<file path="config.mk">
export PLATFORM = sky130hd
export DESIGN_NAME = sparse_polynomial_evaluator
export DESIGN_NICKNAME = d
export VERILOG_FILES = /design/src/hw/rtl/spe_pkg.sv /design/src/hw/rtl/sparse_polynomial_evaluator.sv /design/src/hw/rtl/spe_mul.sv
export SDC_FILE = /design/constraint.sdc
export NUM_CORES = 1
export LEC_CHECK = 0
export BUFFER_PORTS_ARGS = -buffer_cell sky130_fd_sc_hd__buf_2
export CORE_MARGIN = 10
export CORE_UTILIZATION = 60
export DETAILED_ROUTE_END_ITERATION = 12
export PLACE_DENSITY = 0.78
export SLEW_MARGIN = 10
export SYNTH_ARGS = -nofsm -noshare
export SYNTH_HDL_FRONTEND = slang
export SYNTH_SLANG_ARGS = --single-unit
export TNS_END_PERCENT = 5
</file>
<file path="constraint.sdc">
create_clock -name clk_i -period 12.1 [get_ports clk_i]
set_input_delay 2.42 -clock clk_i [delete_from_list [all_inputs] [get_ports clk_i]]
set_output_delay 2.42 -clock clk_i [all_outputs]
set_load 0.02 [all_outputs]
</file>
<file path="src/hw/rtl/spe_pkg.sv">
package spe_pkg;

  localparam int unsigned DataW = 32;
  localparam int unsigned ExpW  = 5;
  // Width of the exponent bit pointer; at least one bit.
  localparam int unsigned BitW  = (ExpW > 1) ? $clog2(ExpW) : 1;

  typedef logic [DataW-1:0] data_t;
  typedef logic [ExpW-1:0]  exp_t;
  typedef logic [BitW-1:0]  bit_idx_t;

  typedef struct packed {
    logic  en;
    data_t a;
    data_t b;
  } mul_req_t;

endpackage

</file>
<file path="src/hw/rtl/sparse_polynomial_evaluator.sv">
// Sparse polynomial evaluator.
// Configuration: cfg_we_i/cfg_wdata_i write the evaluation point. Write it
// only while no term is in progress; each term latches the point on entry.
// Input channel: one request per term (coefficient, exponent, last flag),
// taken when in_valid_i is high and in_stall_o is low.
// Output channel: one request per polynomial, carrying the wrapped value,
// presented on out_valid_o/value_o and held until out_stall_i is low.
// Operation: a term is taken, then the point is raised to the
// exponent by square-and-multiply on one shared registered multiplier:
// one squaring per exponent bit, one more multiply per set bit, then the
// coefficient multiply and the accumulate step. The value of a polynomial
// appears in the cycle after its last term finishes accumulating.
// The output register holds a finished value while the next terms run; only
// a second last term finding the output still stalled waits for it.
// Reset clears the point and the running sum to zero and empties the output.
module sparse_polynomial_evaluator (
  input  logic                               clk_i,
  input  logic                               rst_ni,
  input  logic                               cfg_we_i,
  input  logic signed [spe_pkg::DataW-1:0]   cfg_wdata_i,
  input  logic                               in_valid_i,
  output logic                               in_stall_o,
  input  logic signed [spe_pkg::DataW-1:0]   term_coeff_i,
  input  logic        [spe_pkg::ExpW-1:0]    term_exp_i,
  input  logic                               last_term_i,
  output logic                               out_valid_o,
  input  logic                               out_stall_i,
  output logic signed [spe_pkg::DataW-1:0]   value_o
);
  import spe_pkg::*;

  localparam logic [2:0] ST_IDLE = 3'd0;
  localparam logic [2:0] ST_SQ   = 3'd1;
  localparam logic [2:0] ST_MB   = 3'd2;
  localparam logic [2:0] ST_CO   = 3'd3;
  localparam logic [2:0] ST_ACC  = 3'd4;

  logic [2:0] state_q, state_d;
  data_t      point_q;
  data_t      sum_q, sum_d;
  logic       out_valid_q, out_valid_d;
  data_t      out_q;
  data_t      base_q, coeff_q;
  exp_t       exp_q;
  logic       last_q;
  bit_idx_t   bit_q, bit_d;
  logic       first_q, first_d;

  mul_req_t   mul_req;
  data_t      prod;
  data_t      acc_val;
  data_t      sum_next;
  logic       in_accept;
  logic       out_free;
  logic       emit;

  spe_mul u_mul (
    .clk_i  (clk_i),
    .req_i  (mul_req),
    .prod_o (prod)
  );

  assign in_stall_o = (state_q != ST_IDLE);
  assign in_accept  = in_valid_i && !in_stall_o;
  assign out_free   = !out_valid_q || !out_stall_i;
  // Before the first squaring the power accumulator is one.
  assign acc_val    = first_q ? data_t'(1) : prod;
  assign sum_next   = sum_q + prod;
  assign emit       = (state_q == ST_ACC) && last_q && out_free;

  always_comb begin
    mul_req.en = 1'b0;
    mul_req.a  = prod;
    mul_req.b  = prod;
    case (state_q)
      ST_SQ: begin
        mul_req.en = 1'b1;
        mul_req.a  = acc_val;
        mul_req.b  = acc_val;
      end
      ST_MB: begin
        mul_req.en = 1'b1;
        mul_req.b  = base_q;
      end
      ST_CO: begin
        mul_req.en = 1'b1;
        mul_req.b  = coeff_q;
      end
      default: begin
        mul_req.en = 1'b0;
      end
    endcase
  end

  always_comb begin
    state_d     = state_q;
    bit_d       = bit_q;
    first_d     = first_q;
    sum_d       = sum_q;
    out_valid_d = out_valid_q && out_stall_i;
    case (state_q)
      ST_IDLE: begin
        if (in_accept) begin
          state_d = ST_SQ;
          bit_d   = bit_idx_t'(ExpW - 1);
          first_d = 1'b1;
        end
      end
      ST_SQ: begin
        first_d = 1'b0;
        if (exp_q[bit_q]) begin
          state_d = ST_MB;
        end else if (bit_q == '0) begin
          state_d = ST_CO;
        end else begin
          bit_d = bit_q - bit_idx_t'(1);
        end
      end
      ST_MB: begin
        if (bit_q == '0) begin
          state_d = ST_CO;
        end else begin
          state_d = ST_SQ;
          bit_d   = bit_q - bit_idx_t'(1);
        end
      end
      ST_CO: begin
        state_d = ST_ACC;
      end
      ST_ACC: begin
        if (!last_q) begin
          sum_d   = sum_next;
          state_d = ST_IDLE;
        end else if (out_free) begin
          sum_d       = '0;
          out_valid_d = 1'b1;
          state_d     = ST_IDLE;
        end
      end
      default: begin
        state_d = ST_IDLE;
      end
    endcase
  end

  always_ff @(posedge clk_i or negedge rst_ni) begin
    if (!rst_ni) begin
      state_q     <= ST_IDLE;
      point_q     <= '0;
      sum_q       <= '0;
      out_valid_q <= 1'b0;
      bit_q       <= '0;
      first_q     <= 1'b0;
    end else begin
      state_q     <= state_d;
      sum_q       <= sum_d;
      out_valid_q <= out_valid_d;
      bit_q       <= bit_d;
      first_q     <= first_d;
      if (cfg_we_i) begin
        point_q <= cfg_wdata_i;
      end
    end
  end

  always_ff @(posedge clk_i) begin
    if (in_accept) begin
      base_q  <= point_q;
      coeff_q <= term_coeff_i;
      exp_q   <= term_exp_i;
      last_q  <= last_term_i;
    end
    if (emit) begin
      out_q <= sum_next;
    end
  end

  assign out_valid_o = out_valid_q;
  assign value_o     = out_q;

  a_accept_starts: assert property (@(posedge clk_i) disable iff (!rst_ni)
    in_accept |=> (state_q == ST_SQ) && first_q)
    else $error("accepted term did not start the power sequence");

  a_emit_loads: assert property (@(posedge clk_i) disable iff (!rst_ni)
    emit |=> out_valid_q && (sum_q == '0) && (state_q == ST_IDLE))
    else $error("last term did not produce a value and clear the sum");

  a_sq_next: assert property (@(posedge clk_i) disable iff (!rst_ni)
    (state_q == ST_SQ) |=> (state_q == ST_SQ) || (state_q == ST_MB) ||
                           (state_q == ST_CO))
    else $error("squaring step left the power sequence");

  a_out_held: assert property (@(posedge clk_i) disable iff (!rst_ni)
    (out_valid_q && out_stall_i) |=> out_valid_q && $stable(out_q))
    else $error("stalled result was lost or overwritten");

endmodule

</file>
<file path="src/hw/rtl/spe_mul.sv">
module spe_mul (
  input  logic              clk_i,
  input  spe_pkg::mul_req_t req_i,
  output spe_pkg::data_t    prod_o
);
  import spe_pkg::*;

  data_t              prod_d;
  data_t              prod_q;

  // Only the low word is kept, so the product wraps modulo 2^DataW.
  assign prod_d = req_i.a * req_i.b;

  always_ff @(posedge clk_i) begin
    if (req_i.en) begin
      prod_q <= prod_d;
    end
  end

  assign prod_o = prod_q;

endmodule

</file>
==> metrics.txt <==
post-synth top area share=roughly 33%; nature of the critical path startpoint=register; post-synthesis cell type count=slightly above 70; area of the multi-input gates=approximately 0.017 mm^2; Max Fclk=about 0.11 GHz; row count=74; post-synthesis sequential area ratio=a little under a quarter; Longest Clk Path Bufs=3; Final Cycle Share=78.7%; register area=around 0.0058 mm^2; Syn-to-layout area delta=7.62%; CTS tree=built; n_diodes=0; Hold-fix buffers, CTS=0; GPL Wtd Cong=roughly 1; Seq cells post-synth=roughly 210; DRT Pass-1 Iters=7; crit path time final=9520 ps; Primary FF master, synth=edfxtp_1; Slew @ Worst Pin=between 1000 and 1500 ps; most common cell after layout, fill and taps aside=fa_1; TNS Setup=0 ps; yosys warns=0; cells taking the most area after synthesis=fa_1 33%, edfxtp_1 16%, ha_1 7.9%; Top Ports=between 100 and 150; Max-Slew Margin vs Limit=approximately an eighth; final hold vios=0; unrepaired setup endpoints after global routing=no; clock slew at reported path FFs=approximately 70 ps; I/O Buffers=roughly 110; later-pin clock latency in the skew report=540 ps; Initial Util=between 60% and 70%; worst flop-to-flop path startpoint=state_q[2]; die area=roughly 0.05 mm^2; CORE AREA=0.0407 mm^2; kind of critical path=reg -> reg; Setup Viol. Count Final=0; CTS buffer count=22; GRT Residual Overflow=0; Synth Net Count=a little over 3000; cell area after synthesis=0.0246 mm^2; Detail Route Antenna Nets=0; worst path required time=12380 ps; syn avg cell area=9.97 um^2; Routed WL=slightly below 80000 um; vias in the first global route=19300; Cells after Synth=2470; Die Wd=223 um; WP data arrival=between 9000 and 10000 ps; startpoint of the worst hold path=point_q[20]; Setup crit end kind=register; Die Y=223 um; vias per inst=5.95; filler instances=~3300; Sink Count=~210; Detail Placement HPWL=about 60000 um; wire length per cell=about 25 um; largest net degree at the start of global routing=75; number of enable flip-flop cells after synthesis=around 130; max cap viols=0; worst reg2reg path depth=25; initial drt markers=approximately 1900; status=finished clean; post_cts resized=0; Layout Skew=19.2 ps; nets=~3200; commonest cells after routing, fill and taps aside=409 x fa_1, 402 x inv_1, 346 x nor2_1, 256 x nand2_1, 156 x ha_1; CP startpoint=state_q[2]; hold path cells=0; postcts setup bufs=0; H-tree Lvls=1; ys async rst share=around a third; fin util=about two thirds; Final Max Tran Viols=0; Tot GR Track Use=roughly 31%; area leader, netlist=fa_1; Worst Path Max Fanout=74; Root Driver=clkbuf_16; Hold Path Class=reg -> reg; initial antenna violation count=3; layout cells sized above 1=about 9.1%; global-route wire length before repair=118000 um; via count=around 18000; DRC=0
-- per-stage QoR --
step / setup WS (ps) / area, um^2 / hold WS (ps) / cells
after floorplan: 3640 / 24600 / 421 / 2470
after global placement: 3080 / 25800 / 428 / 3048
after detailed placement: 2980 / 25800 / 430 / 3048
after CTS: 2920 / 26500 / 446 / 3088
after global routing: 2310 / 26500 / 453 / 3088
final: 2580 / 26500 / 443 / 3088
-- flip-flops by register name (all words and copies together), names as in the netlist --
register	count
sum_q	32
base_q	32
value_o	32
first_q	1
bit_q	3
out_valid_o	1
exp_q	5
last_q	1
state_q	3
u_mul.prod_o	32
coeff_q	32
point_q	32
-- Yosys cell counts, drive strengths merged, types with 35 or more instances --
master	instances
fa	409
inv	402
nor2	350
nand2	256
ha	156
edfxtp	134
a21oi	80
clkbuf	77
xnor2	75
dfrtp	72
a21o	47
nand2b	36
mux2	35
nand3	35
-- worst max-delay path: stages (launching register included) --
cell and delay (ps):
dfrtp_1 750, nand4bb_4 250, buf_4 580, nand2_1 910
nor2_1 370, fa_1 480, fa_1 510, inv_1 50
fa_1 470, fa_1 490, inv_1 40, ha_1 270
ha_1 290, fa_1 480, inv_1 50, fa_1 470
inv_1 40, ha_1 370, nand3_1 180, nor4_1 650
o21ai_0 270, a31oi_1 470, o21ai_0 210, nor4b_1 200
o21ai_0 220, xnor2_1 100
-- cell type report --
cell class | count | share of cell area, %
repair buffers | 147 | 3.15
clock buffers | 33 | 2.42
clock inverters | 7 | 0.373
inverters | 402 | 5.70
multi-input cells | 1761 | 63.9
well taps | 532 | 2.51
flip-flops and latches | 206 | 22.0
-- layer usage --
layer  vias up  track usage, %  share of wire, %
met5         -               0             0.016
met4         2            14.6               5.3
met3       198            6.68                10
met2       995            46.7                44
met1      9242            42.6                41
li1       7943               -                 -
-- path summary, 6_finish.rpt --
path	slack, ps	to
max reg2reg	2580	u_mul.prod_o[31]
min reg2reg	440	base_q[20]
min	440	base_q[20]
max	2580	u_mul.prod_o[31]
max in group asynchronous	9270	state_q[0]
min in group asynchronous	2100	point_q[19]
-- cells by family after synthesis --
group                      Yosys count  share of synthesized area (%)
AOI/OAI and AO/OA                  252                           6.91
xor gates and xnor gates           106                           4.11
adders and majority gates          565                           41.2
buffers and inverters              503                           7.80
DFF                                206                           23.7
muxes                               67                           2.97
and+or+nand+nor                    771                           13.4
Power is not shown: default switching activity piles up to over one toggle a cycle in this logic, so the estimate is an artifact.
